<file path="config.mk">
export PLATFORM = sky130hd
export DESIGN_NAME = permutation_cycle_crossover
export DESIGN_NICKNAME = d
export VERILOG_FILES = /design/src/hw/rtl/pcx_pkg.sv /design/src/hw/rtl/pcx_ram.sv /design/src/hw/rtl/pcx_ctrl.sv /design/src/hw/rtl/pcx_dp.sv /design/src/hw/rtl/permutation_cycle_crossover.sv
export SDC_FILE = /design/constraint.sdc
export NUM_CORES = 2
export LEC_CHECK = 0
export BUFFER_PORTS_ARGS = -buffer_cell sky130_fd_sc_hd__buf_2
export CAP_MARGIN = 25
export CORE_ASPECT_RATIO = 0.5
export CORE_UTILIZATION = 45
export CTS_CLUSTER_SIZE = 10
export DETAILED_ROUTE_END_ITERATION = 16
export SETUP_SLACK_MARGIN = 0.02
export SYNTH_ARGS = -nofsm -noshare
export SYNTH_HDL_FRONTEND = slang
export SYNTH_SLANG_ARGS = --single-unit
</file>
<file path="constraint.sdc">
create_clock -name i_clk -period 4.45 [get_ports i_clk]
set_clock_uncertainty 0.2 [all_clocks]
set_input_delay 0.445 -clock i_clk [delete_from_list [all_inputs] [get_ports i_clk]]
set_output_delay 0.445 -clock i_clk [all_outputs]
set_load 0.02 [all_outputs]
</file>
<file path="src/hw/rtl/pcx_pkg.sv">
// Shared types and constants for the permutation cycle crossover block.
// Used by the controller, the datapath and the top level.
`default_nettype none

package pcx_pkg;

    localparam int CITY_W = 6;
    localparam int CFG_W  = 7;
    localparam logic [CFG_W-1:0] CITY_COUNT_RST = 7'd64;

    // Sequencer steps; the controller state doubles as the datapath command.
    typedef enum logic [4:0] {
        S_IDLE,
        S_START,
        S_LOOP,
        S_F_RD,
        S_F_CK,
        S_G_RD,
        S_G_CK,
        S_C_INIT,
        S_CB_RD,
        S_CB_CK,
        S_CA_INIT,
        S_CA_RD,
        S_CA_CK,
        S_CK_RD,
        S_CK_CK,
        S_D_INIT,
        S_D_RD,
        S_D_CK,
        S_DK_RD,
        S_DK_CK,
        S_Y_RD,
        S_Y_CK,
        S_NEW_CYC,
        S_E_INIT,
        S_E_RD,
        S_E_CK
    } t_state;

    // Which lookup a search in list A serves.
    typedef enum logic [1:0] {
        CL_P1,
        CL_P2,
        CL_PE
    } t_caller;

    typedef struct packed {
        t_state  op;
        t_caller caller;
    } t_cmd;

    typedef struct packed {
        logic in_fire;
        logic load_last;
        logic loop_done;
        logic second;
        logic ca_zero;
        logic cb_zero;
        logic i_end;
        logic k_end_ca;
        logic k_end_rem;
        logic key_hit;
        logic cyc_hit;
        logic placed_hit;
        logic found_hit;
        logic out_free;
        logic emit_last;
    } t_status;

endpackage

`default_nettype wire

</file>
<file path="src/hw/rtl/pcx_ram.sv">
// Generic simple dual-port RAM: one write port, one registered read port.
// No dependencies.
`default_nettype none

module pcx_ram #(
    parameter int WIDTH = 6,
    parameter int DEPTH = 64
) (
    input  wire logic                     i_clk,
    input  wire logic                     i_we,
    input  wire logic [$clog2(DEPTH)-1:0] i_waddr,
    input  wire logic [WIDTH-1:0]         i_wdata,
    input  wire logic                     i_re,
    input  wire logic [$clog2(DEPTH)-1:0] i_raddr,
    output logic      [WIDTH-1:0]         o_rdata
);

    logic [WIDTH-1:0] r_mem [DEPTH];

    always_ff @(posedge i_clk) begin
        if (i_we) begin
            r_mem[i_waddr] <= i_wdata;
        end
        if (i_re) begin
            o_rdata <= r_mem[i_raddr];
        end
    end

endmodule

`default_nettype wire

</file>
<file path="src/hw/rtl/pcx_ctrl.sv">
// Sequencer for the crossover: loading, lookups, compaction and emission.
// Depends on pcx_pkg; drives the datapath through t_cmd, reads t_status.
`default_nettype none

module pcx_ctrl import pcx_pkg::*; (
    input  wire logic    i_clk,
    input  wire logic    i_rst_n,
    input  wire t_status i_status,
    output t_cmd         o_cmd,
    output logic         o_in_stall
);

    t_state  r_state, n_state;
    t_caller r_caller, n_caller;

    always_ff @(posedge i_clk) begin
        if (!i_rst_n) begin
            r_state  <= S_IDLE;
            r_caller <= CL_P1;
        end else begin
            r_state  <= n_state;
            r_caller <= n_caller;
        end
    end

    always_comb begin
        n_state  = r_state;
        n_caller = r_caller;
        case (r_state)
            S_IDLE: begin
                if (i_status.in_fire && i_status.load_last) n_state = S_START;
            end
            S_START: n_state = S_LOOP;
            S_LOOP: begin
                if (i_status.loop_done) begin
                    n_state = S_E_INIT;
                end else if (i_status.second) begin
                    if (i_status.ca_zero) n_state = S_E_INIT;
                    else begin
                        n_caller = CL_P1;
                        n_state  = S_F_RD;
                    end
                end else begin
                    if (i_status.cb_zero) n_state = S_E_INIT;
                    else begin
                        n_caller = CL_PE;
                        n_state  = S_F_RD;
                    end
                end
            end
            S_F_RD: n_state = i_status.i_end ? S_E_INIT : S_F_CK;
            S_F_CK: n_state = i_status.key_hit ? S_G_RD : S_F_RD;
            S_G_RD: n_state = S_G_CK;
            S_G_CK: begin
                case (r_caller)
                    CL_P1: begin
                        n_caller = CL_P2;
                        n_state  = S_F_RD;
                    end
                    CL_P2: n_state = i_status.cyc_hit ? S_C_INIT : S_LOOP;
                    default: n_state = S_LOOP;
                endcase
            end
            S_C_INIT:  n_state = S_CB_RD;
            S_CB_RD:   n_state = i_status.i_end ? S_CA_INIT : S_CB_CK;
            S_CB_CK:   n_state = S_CB_RD;
            S_CA_INIT: n_state = S_CA_RD;
            S_CA_RD:   n_state = i_status.i_end ? S_D_INIT : S_CA_CK;
            S_CA_CK:   n_state = S_CK_RD;
            S_CK_RD:   n_state = i_status.k_end_ca ? S_CA_RD : S_CK_CK;
            S_CK_CK:   n_state = i_status.placed_hit ? S_CA_RD : S_CK_RD;
            S_D_INIT:  n_state = S_D_RD;
            S_D_RD:    n_state = i_status.i_end ? S_NEW_CYC : S_D_CK;
            S_D_CK:    n_state = S_DK_RD;
            S_DK_RD:   n_state = i_status.k_end_rem ? S_Y_RD : S_DK_CK;
            S_DK_CK:   n_state = i_status.found_hit ? S_D_RD : S_DK_RD;
            S_Y_RD:    n_state = i_status.k_end_rem ? S_E_INIT : S_Y_CK;
            S_Y_CK:    n_state = S_Y_RD;
            S_NEW_CYC: n_state = S_LOOP;
            S_E_INIT:  n_state = S_E_RD;
            S_E_RD:    n_state = S_E_CK;
            S_E_CK: begin
                if (i_status.out_free) n_state = i_status.emit_last ? S_IDLE : S_E_RD;
            end
            default: n_state = S_IDLE;
        endcase
    end

    assign o_cmd.op     = r_state;
    assign o_cmd.caller = r_caller;
    assign o_in_stall   = (r_state != S_IDLE);

endmodule

`default_nettype wire

</file>
<file path="src/hw/rtl/pcx_dp.sv">
// Datapath: working lists, child stores, taken marks, counters, output beat.
// Depends on pcx_pkg and pcx_ram; steered by t_cmd from pcx_ctrl.
`default_nettype none

module pcx_dp import pcx_pkg::*; #(
    parameter int MAX_CITIES = 64
) (
    input  wire logic                           i_clk,
    input  wire logic                           i_rst_n,
    input  wire t_cmd                           i_cmd,
    output t_status                             o_status,
    input  wire logic [$clog2(MAX_CITIES+1)-1:0] i_city_n,
    input  wire logic                           i_in_valid,
    input  wire logic [CITY_W-1:0]              i_parent_a_city,
    input  wire logic [CITY_W-1:0]              i_parent_b_city,
    output logic                                o_out_valid,
    input  wire logic                           i_out_stall,
    output logic      [CITY_W-1:0]              o_child_a_city,
    output logic      [CITY_W-1:0]              o_child_b_city,
    output logic                                o_last,
    output logic                                o_lookup_error
);

    localparam int CW = $clog2(MAX_CITIES + 1);
    localparam int AW = $clog2(MAX_CITIES);
    localparam int GW = $clog2(4 * MAX_CITIES + 9);
    localparam logic [GW-1:0] GUARD_INIT = GW'(4 * MAX_CITIES + 8);

    logic [CW-1:0]         r_ld_pos, r_ca, r_cb, r_rem, r_cs, r_idx, r_i, r_k;
    logic [GW-1:0]         r_guard;
    logic                  r_second, r_err;
    logic [CITY_W-1:0]     r_last_a, r_last_b, r_a0, r_b0, r_key, r_v;
    logic [MAX_CITIES-1:0] r_marks;

    logic              wa_we, wa_re, wb_we, wb_re, ca_we, ca_re, cb_we, cb_re;
    logic [AW-1:0]     wa_waddr, wa_raddr, wb_waddr, wb_raddr;
    logic [AW-1:0]     ca_waddr, ca_raddr, cb_waddr, cb_raddr;
    logic [CITY_W-1:0] wa_wdata, wb_wdata, ca_wdata, cb_wdata;
    logic [CITY_W-1:0] wa_rd, wb_rd, ca_rd, cb_rd;

    logic              pa_en, pb_en, ca_room, cb_room;
    logic [CITY_W-1:0] pa_city, pb_city;
    logic              w_fire, w_i_end, w_k_end_rem, w_out_free, w_mark;

    pcx_ram #(.WIDTH(CITY_W), .DEPTH(MAX_CITIES)) u_work_a (
        .i_clk(i_clk), .i_we(wa_we), .i_waddr(wa_waddr), .i_wdata(wa_wdata),
        .i_re(wa_re), .i_raddr(wa_raddr), .o_rdata(wa_rd)
    );
    pcx_ram #(.WIDTH(CITY_W), .DEPTH(MAX_CITIES)) u_work_b (
        .i_clk(i_clk), .i_we(wb_we), .i_waddr(wb_waddr), .i_wdata(wb_wdata),
        .i_re(wb_re), .i_raddr(wb_raddr), .o_rdata(wb_rd)
    );
    pcx_ram #(.WIDTH(CITY_W), .DEPTH(MAX_CITIES)) u_child_a (
        .i_clk(i_clk), .i_we(ca_we), .i_waddr(ca_waddr), .i_wdata(ca_wdata),
        .i_re(ca_re), .i_raddr(ca_raddr), .o_rdata(ca_rd)
    );
    pcx_ram #(.WIDTH(CITY_W), .DEPTH(MAX_CITIES)) u_child_b (
        .i_clk(i_clk), .i_we(cb_we), .i_waddr(cb_waddr), .i_wdata(cb_wdata),
        .i_re(cb_re), .i_raddr(cb_raddr), .o_rdata(cb_rd)
    );

    assign w_fire      = i_in_valid && (i_cmd.op == S_IDLE);
    assign w_i_end     = (r_i >= r_rem);
    assign w_k_end_rem = (r_k >= r_rem);
    assign w_out_free  = !o_out_valid || !i_out_stall;
    assign ca_room     = (r_ca < i_city_n);
    assign cb_room     = (r_cb < i_city_n);
    assign w_mark      = r_marks[r_i[AW-1:0]];

    assign o_status.in_fire    = w_fire;
    assign o_status.load_last  = ((r_ld_pos + CW'(1)) >= i_city_n);
    assign o_status.loop_done  = !(ca_room || cb_room) || (r_guard == '0);
    assign o_status.second     = r_second;
    assign o_status.ca_zero    = (r_ca == '0);
    assign o_status.cb_zero    = (r_cb == '0);
    assign o_status.i_end      = w_i_end;
    assign o_status.k_end_ca   = (r_k >= r_ca);
    assign o_status.k_end_rem  = w_k_end_rem;
    assign o_status.key_hit    = (wa_rd == r_key);
    assign o_status.cyc_hit    = (r_a0 == wb_rd);
    assign o_status.placed_hit = (ca_rd == r_v);
    assign o_status.found_hit  = (wb_rd == r_v);
    assign o_status.out_free   = w_out_free;
    assign o_status.emit_last  = ((r_k + CW'(1)) == i_city_n);

    always_comb begin
        wa_we = 1'b0; wa_waddr = r_idx[AW-1:0]; wa_wdata = r_v;
        wa_re = 1'b0; wa_raddr = r_i[AW-1:0];
        wb_we = 1'b0; wb_waddr = r_idx[AW-1:0]; wb_wdata = wb_rd;
        wb_re = 1'b0; wb_raddr = r_i[AW-1:0];
        ca_we = 1'b0; ca_waddr = r_ca[AW-1:0]; ca_wdata = r_b0;
        ca_re = 1'b0; ca_raddr = r_k[AW-1:0];
        cb_we = 1'b0; cb_waddr = r_cb[AW-1:0]; cb_wdata = wb_rd;
        cb_re = 1'b0; cb_raddr = r_k[AW-1:0];
        pa_en = 1'b0; pa_city = r_b0;
        pb_en = 1'b0; pb_city = wb_rd;
        case (i_cmd.op)
            S_IDLE: begin
                if (w_fire) begin
                    wa_we    = 1'b1;
                    wa_waddr = r_ld_pos[AW-1:0];
                    wa_wdata = i_parent_a_city;
                    wb_we    = 1'b1;
                    wb_waddr = r_ld_pos[AW-1:0];
                    wb_wdata = i_parent_b_city;
                end
            end
            S_START: begin
                ca_we    = 1'b1;
                ca_waddr = '0;
                ca_wdata = r_b0;
            end
            S_F_RD:  wa_re = !w_i_end;
            S_G_RD:  wb_re = 1'b1;
            S_G_CK: begin
                if (i_cmd.caller == CL_P2) begin
                    pb_en   = 1'b1;
                    pb_city = wb_rd;
                end else if (i_cmd.caller == CL_PE) begin
                    pa_en   = 1'b1;
                    pa_city = wb_rd;
                end
            end
            S_CB_RD: wb_re = !w_i_end;
            S_CB_CK: wb_we = !w_mark;
            S_CA_RD: wa_re = !w_i_end;
            S_CK_RD: begin
                if (o_status.k_end_ca) wa_we = 1'b1;
                else                   ca_re = 1'b1;
            end
            S_D_RD:  wa_re = !w_i_end;
            S_DK_RD: begin
                wb_re    = !w_k_end_rem;
                wb_raddr = r_k[AW-1:0];
            end
            S_Y_RD: begin
                wa_re    = !w_k_end_rem;
                wa_raddr = r_k[AW-1:0];
                wb_re    = !w_k_end_rem;
                wb_raddr = r_k[AW-1:0];
            end
            S_Y_CK: begin
                pa_en   = 1'b1;
                pa_city = wa_rd;
                pb_en   = 1'b1;
                pb_city = wb_rd;
            end
            S_NEW_CYC: begin
                pa_en   = 1'b1;
                pa_city = r_b0;
            end
            S_E_RD: begin
                ca_re = 1'b1;
                cb_re = 1'b1;
            end
            default: ;
        endcase
        // Drop child writes past the city count.
        if (pa_en && ca_room) begin
            ca_we    = 1'b1;
            ca_waddr = r_ca[AW-1:0];
            ca_wdata = pa_city;
        end
        if (pb_en && cb_room) begin
            cb_we    = 1'b1;
            cb_waddr = r_cb[AW-1:0];
            cb_wdata = pb_city;
        end
    end

    // Control state.
    always_ff @(posedge i_clk) begin
        if (!i_rst_n) begin
            r_ld_pos    <= '0;
            r_ca        <= '0;
            r_cb        <= '0;
            r_rem       <= '0;
            r_cs        <= '0;
            r_second    <= 1'b1;
            r_marks     <= '0;
            o_out_valid <= 1'b0;
        end else begin
            case (i_cmd.op)
                S_IDLE: begin
                    if (w_fire) begin
                        r_ld_pos <= o_status.load_last ? '0 : r_ld_pos + CW'(1);
                    end
                end
                S_START: begin
                    r_ca     <= CW'(1);
                    r_cb     <= '0;
                    r_rem    <= i_city_n;
                    r_cs     <= '0;
                    r_second <= 1'b1;
                    r_marks  <= '0;
                end
                S_G_CK: begin
                    if (i_cmd.caller == CL_P2) begin
                        r_marks[r_i[AW-1:0]] <= 1'b1;
                        if (!o_status.cyc_hit) r_second <= 1'b0;
                    end else if (i_cmd.caller == CL_PE) begin
                        r_second <= 1'b1;
                    end
                end
                S_CB_CK: begin
                    if (w_mark) r_marks[r_i[AW-1:0]] <= 1'b0;
                end
                S_CA_RD: begin
                    if (w_i_end) r_rem <= r_idx;
                end
                S_NEW_CYC: begin
                    r_cs     <= r_ca;
                    r_second <= 1'b1;
                end
                default: ;
            endcase
            if (pa_en && ca_room) r_ca <= r_ca + CW'(1);
            if (pb_en && cb_room) r_cb <= r_cb + CW'(1);
            if (i_cmd.op == S_E_CK && w_out_free) o_out_valid <= 1'b1;
            else if (!i_out_stall)                o_out_valid <= 1'b0;
        end
    end

    // Scan indexes, keys and output payload.
    always_ff @(posedge i_clk) begin
        case (i_cmd.op)
            S_START: begin
                r_guard  <= GUARD_INIT;
                r_err    <= 1'b0;
                r_last_a <= r_b0;
            end
            S_LOOP: begin
                if (!o_status.loop_done) begin
                    r_guard <= r_guard - GW'(1);
                    r_key   <= r_second ? r_last_a : r_last_b;
                    r_i     <= '0;
                    if (r_second ? o_status.ca_zero : o_status.cb_zero) r_err <= 1'b1;
                end
            end
            S_F_RD: begin
                if (w_i_end) r_err <= 1'b1;
            end
            S_F_CK: begin
                if (!o_status.key_hit) r_i <= r_i + CW'(1);
            end
            S_G_CK: begin
                if (i_cmd.caller == CL_P1) begin
                    r_key <= wb_rd;
                    r_i   <= '0;
                end
            end
            S_C_INIT, S_CA_INIT: begin
                r_i   <= '0;
                r_idx <= '0;
            end
            S_CB_CK: begin
                if (!w_mark) r_idx <= r_idx + CW'(1);
                r_i <= r_i + CW'(1);
            end
            S_CA_CK: begin
                r_v <= wa_rd;
                r_k <= r_cs;
            end
            S_CK_RD: begin
                if (o_status.k_end_ca) begin
                    r_idx <= r_idx + CW'(1);
                    r_i   <= r_i + CW'(1);
                end
            end
            S_CK_CK: begin
                if (o_status.placed_hit) r_i <= r_i + CW'(1);
                else                     r_k <= r_k + CW'(1);
            end
            S_D_INIT: r_i <= '0;
            S_D_CK: begin
                r_v <= wa_rd;
                r_k <= '0;
            end
            S_DK_RD: begin
                if (w_k_end_rem) r_k <= '0;
            end
            S_DK_CK: begin
                if (o_status.found_hit) r_i <= r_i + CW'(1);
                else                    r_k <= r_k + CW'(1);
            end
            S_Y_CK:   r_k <= r_k + CW'(1);
            S_E_INIT: r_k <= '0;
            S_E_CK: begin
                if (w_out_free) begin
                    o_child_a_city <= (r_k < r_ca) ? ca_rd : '0;
                    o_child_b_city <= (r_k < r_cb) ? cb_rd : '0;
                    o_last         <= o_status.emit_last;
                    o_lookup_error <= r_err;
                    r_k            <= r_k + CW'(1);
                end
            end
            default: ;
        endcase
        if (pa_en && ca_room) r_last_a <= pa_city;
        if (pb_en && cb_room) r_last_b <= pb_city;
        // Keep the heads of both working lists at hand.
        if (wa_we && wa_waddr == '0) r_a0 <= wa_wdata;
        if (wb_we && wb_waddr == '0) r_b0 <= wb_wdata;
    end

endmodule

`default_nettype wire

</file>
<file path="src/hw/rtl/permutation_cycle_crossover.sv">
// Permutation cycle crossover: two parent tours in, two child tours out.
// Usage: load city_count beats on the input channel, one position of both
// parents per beat, one beat per cycle while o_in_stall is low. After the
// last position the block stalls its input and builds both children by the
// modified cycle crossover. Each lookup scans working list A, reading and
// then comparing one entry at a time, and each cycle closure compacts both
// lists with nested scans. The children then leave as n output beats for n
// cities, each read from the child stores and then registered, the final
// beat with o_last set; o_lookup_error is set on every beat if a lookup in
// list A failed, as with parents that are not matching permutations.
// A stall on the output holds the current beat and the sequencer waits; the
// next tour can start loading as soon as the final beat sits in the output
// register. Reset (synchronous, active low) clears the load position and
// sets city_count to 64; no clearing pass is needed. Write city_count only
// while the block is idle; values outside 2..MAX_CITIES are clamped.
// Depends on pcx_pkg, pcx_ctrl, pcx_dp and pcx_ram.
`default_nettype none

module permutation_cycle_crossover import pcx_pkg::*; #(
    parameter int MAX_CITIES = 64
) (
    input  wire logic              i_clk,
    input  wire logic              i_rst_n,
    input  wire logic              i_cfg_we,
    input  wire logic [CFG_W-1:0]  i_cfg_data,
    input  wire logic              i_in_valid,
    output logic                   o_in_stall,
    input  wire logic [CITY_W-1:0] i_parent_a_city,
    input  wire logic [CITY_W-1:0] i_parent_b_city,
    output logic                   o_out_valid,
    input  wire logic              i_out_stall,
    output logic      [CITY_W-1:0] o_child_a_city,
    output logic      [CITY_W-1:0] o_child_b_city,
    output logic                   o_last,
    output logic                   o_lookup_error
);

    localparam int CW = $clog2(MAX_CITIES + 1);

    logic [CFG_W-1:0] r_city_count;
    logic [31:0]      w_cc;
    logic [CW-1:0]    w_city_n;
    t_cmd             w_cmd;
    t_status          w_status;

    always_ff @(posedge i_clk) begin
        if (!i_rst_n) r_city_count <= CITY_COUNT_RST;
        else if (i_cfg_we) r_city_count <= i_cfg_data;
    end

    assign w_cc = {{(32 - CFG_W){1'b0}}, r_city_count};

    always_comb begin
        if (w_cc < 32'd2)                    w_city_n = CW'(2);
        else if (w_cc > 32'(MAX_CITIES))     w_city_n = CW'(MAX_CITIES);
        else                                 w_city_n = CW'(w_cc);
    end

    pcx_ctrl u_ctrl (
        .i_clk      (i_clk),
        .i_rst_n    (i_rst_n),
        .i_status   (w_status),
        .o_cmd      (w_cmd),
        .o_in_stall (o_in_stall)
    );

    pcx_dp #(.MAX_CITIES(MAX_CITIES)) u_dp (
        .i_clk           (i_clk),
        .i_rst_n         (i_rst_n),
        .i_cmd           (w_cmd),
        .o_status        (w_status),
        .i_city_n        (w_city_n),
        .i_in_valid      (i_in_valid),
        .i_parent_a_city (i_parent_a_city),
        .i_parent_b_city (i_parent_b_city),
        .o_out_valid     (o_out_valid),
        .i_out_stall     (i_out_stall),
        .o_child_a_city  (o_child_a_city),
        .o_child_b_city  (o_child_b_city),
        .o_last          (o_last),
        .o_lookup_error  (o_lookup_error)
    );

endmodule

`default_nettype wire

</file>
==> flow_metrics.py <==
metrics = {
    "outcome": {
        "status": "finished clean",
    },
    "logic_synthesis": {
        "synth_compound_area_frac": 0.0839,
        "muxShareOfSynthArea": 0.0992,
        "synthArstFlopShare": 0,
        "ys_types": 88,
        "syn_area_um2": 73700,
        "synth.net_count": 5078,
        "synth-seq-cells": 1756,
        "synth-simple-area-share": 0.0801,
        "synth-main-ff-cell": "edfxtp_1",
        "synth_cells": 5002,
        "synthTopCellsByArea": "edfxtp_1 (67%), mux4_2 (5.0%), mux2i_1 (4.0%)",
        "syn_area_per_cell_um2": 14.7,
        "synth-edff-count": 1641,
        "synth_warnings": 0,
        "synthAdderAreaFrac": 0.00896,
        "synth_top_family_by_area": "multiplexers",
        "synth_area_leader_cell": "edfxtp_1",
        "synth_top_area_share": 0.668,
        "ys_seq_area_frac": 0.700,
        "synth_xor_area_frac": 0.00670,
    },
    "place": {
        "port_buffers": 39,
        "place_area_um2": 77200,
        "hpwl_um": 125000,
        "routabilityCongestion": 0.911,
        "dp_slack_ps": 271,
    },
    "sta": {
        "setup_tns_ps": 0,
        "hold_violations": 0,
        "rsz0062_at_grt": "no",
        "worstMarginPinSlew_ps": 1060,
        "final_max_slew_viol_count": 0,
        "period_share": 0.943,
        "max_slew_margin": 0.294,
        "fmax_mhz": 238,
        "setup_slack_ps": 255,
        "finalSetupViolCount": 0,
        "fin_crit_ps": 4190,
    },
    "die": {
        "die_x_um": 574,
        "core_um2": 162000,
        "io_pins": 40,
        "fp-row-count": 104,
        "initial_core_util": 0.456,
        "die-area_um2": 166000,
        "fp.dieH_um": 288,
    },
    "route": {
        "drt.antenna.violating_nets": 0,
        "drc": 0,
        "via_per_inst": 6.11,
        "wl_um": 198000,
        "routedWlPerCell_um": 26.9,
        "vias": 45100,
        "drtIter0Drc": 5216,
        "dr.pass1.iters": 7,
    },
    "worst_setup_path": {
        "critical-path-slowest-cell": "edfxtp_1",
        "crit_path_start_kind": "register",
        "max_stage_delay_ps": 670,
        "worstPathArrival_ps": 4420,
        "cp_common_cell": "a21oi_1",
        "critPathMaxFanout": 21,
        "path_cells": "buf_4, nand3b_1, a21oi_1, o41ai_1, o211ai_1, or3_2, a21oi_1, nand2_1, nor2_1",
        "path_buf_inv": 1,
        "crit_required_ps": 4680,
        "worst-setup-path-type": "register to register",
        "crit_family": "simple AND/OR/NAND/NOR gates",
        "endpoint_kind": "register",
    },
    "global_routing": {
        "gr-usage-all-layers": 0.237,
        "grt_start_max_net_pins": 124,
        "grt_pass1_vias": 44000,
        "grt-ovfl-total": 0,
        "grt_pass1_wl_um": 293000,
        "antenna_found_initial": 2,
    },
    "cells_and_area": {
        "num-fill-cells": 13100,
        "final_cell_mix": "edfxtp_1 (1,641), nor2_1 (441), nand2_1 (428)",
        "drive_above_1_share": 0.146,
        "final_common_cell": "edfxtp_1",
        "final_area_um2": 82700,
        "area_delta_synth_final_pct": 12.2,
        "nets": 5219,
    },
    "min_path": {
        "hold_class": "input port to register",
    },
    "cts": {
        "cts-root-buf": "clkbuf_16",
        "cts_buffers": 193,
        "clock_path_buffers": 3,
        "post_cts_resized": 0,
        "cts_setup_buffers": 0,
        "cts.sinks": 1756,
        "ctsHtreeMaxLevel": 4,
        "path_clk_slew_ps": 60,
        "cts_tree": "yes",
        "clock_latency_ps": 820,
    },
    "flow_run": {
        "timing.max_cap.violations": 0,
    },
    "pwr": {
        "leakagePower_uw": 0.0271,
        "ir_drop_v": 0.000334,
        "power_density_nw_per_um2": 540,
    },
}
-- final timing paths --
path / from / endpoint / slack, ps / depth (start not counted)
worst min register to register: u_dp.r_ld_pos[6] / u_dp.r_ld_pos[6] / 290 / 2
worst max register to register: u_dp.r_i[0] / u_dp.u_work_b.r_mem[2][2] / 260 / 9
worst min-delay path: i_parent_b_city[3] / u_dp.u_work_b.r_mem[10][3] / 90 / 4
worst max-delay path: u_dp.r_i[0] / u_dp.u_work_b.r_mem[2][2] / 260 / 9
-- power by group --
group	total (µW)	internal, µW	leakage, µW	switching [µW]
clock	14100	7910	0.00257	6230
combinational	10900	3390	0.00876	7480
sequential	19600	19400	0.0157	258
-- cell families after synthesis --
group | Yosys count
AOI/OAI and AO/OA | 949
xor gates and xnor gates | 54
adders and majority gates | 53
buffers and inverters | 361
DFF | 1756
muxes | 518
and+or+nand+nor | 1311
-- area by class of cell --
class | instances | area [µm²] | share of cell area
Sequential cell | 1756 | 51600 | 0.624
Antenna cell | 1 | 2.50 | 0.0000303
Clock buffer | 249 | 5080 | 0.0615
Inverter | 47 | 176 | 0.00213
Tap cell | 2173 | 2720 | 0.0329
Multi-Input combinational cell | 2885 | 20700 | 0.250
Clock inverter | 12 | 234 | 0.00283
Timing Repair Buffer | 260 | 2210 | 0.0267
-- sequential cells by signal, summed over array words and instances (netlist names), 7 cells and up --
name	count
u_dp.r_idx	7
u_dp.u_child_a.r_mem	384
u_dp.r_i	7
u_dp.u_child_b.r_mem	384
u_dp.r_marks	64
u_dp.r_cb	7
u_dp.u_work_b.r_mem	384
u_dp.r_ld_pos	7
r_city_count	7
u_dp.r_cs	7
u_dp.r_ca	7
u_dp.r_guard	9
u_dp.u_work_a.r_mem	384
u_dp.r_rem	7
u_dp.r_k	7
-- Yosys cell counts (27+ instances only) --
cell type  number
dfxtp_1       115
a22oi_1        28
a31oi_1        46
nand3_1       119
clkbuf_1      209
inv_1          45
and3_1         71
mux2_2         63
and2_1         37
o22ai_1        89
ha_1           52
a211oi_1       99
a21oi_1       226
o21ai_0       193
mux4_2        164
nand2_1       444
buf_1          44
nand2b_1       27
mux2i_1       291
buf_2          32
o221ai_1       63
edfxtp_1     1641
nor2_1        443
nor3_1         32
-- through the flow --
| stage | utilization | hold slack, ps | instances | total power, µW |
|---|---|---|---|---|
| 2_1_floorplan | - | 200 | 5002 | 26400 |
| 3_3_place_gp | 0.477 | 259 | 7102 | 30500 |
| 3_5_place_dp | 0.477 | 276 | 7103 | 30700 |
| 4_1_cts | 0.511 | 66.9 | 7381 | 44700 |
| 5_1_grt | 0.511 | 90.3 | 7382 | 46100 |
| 6_report | 0.511 | 89.0 | 7383 | 44700 |
-- per-layer routing --
metal,global-route usage,share of wire
met1,0.341,0.44
met2,0.372,0.46
met3,0.0437,0.078
met4,0.0639,0.023
met5,0,0.000045
-- worst min-delay path: cells and delay by family --
kind	cells	cell delay (ps)
AND/OR/NAND/NOR	2	120
buffers and inverters	2	310
-- timing repair --
item	in CTS	in global routing
hold buffers	17	0
setup endpoints to repair	0	0
hold endpoints to repair	12	0
Power figures use the tool's default switching activity.
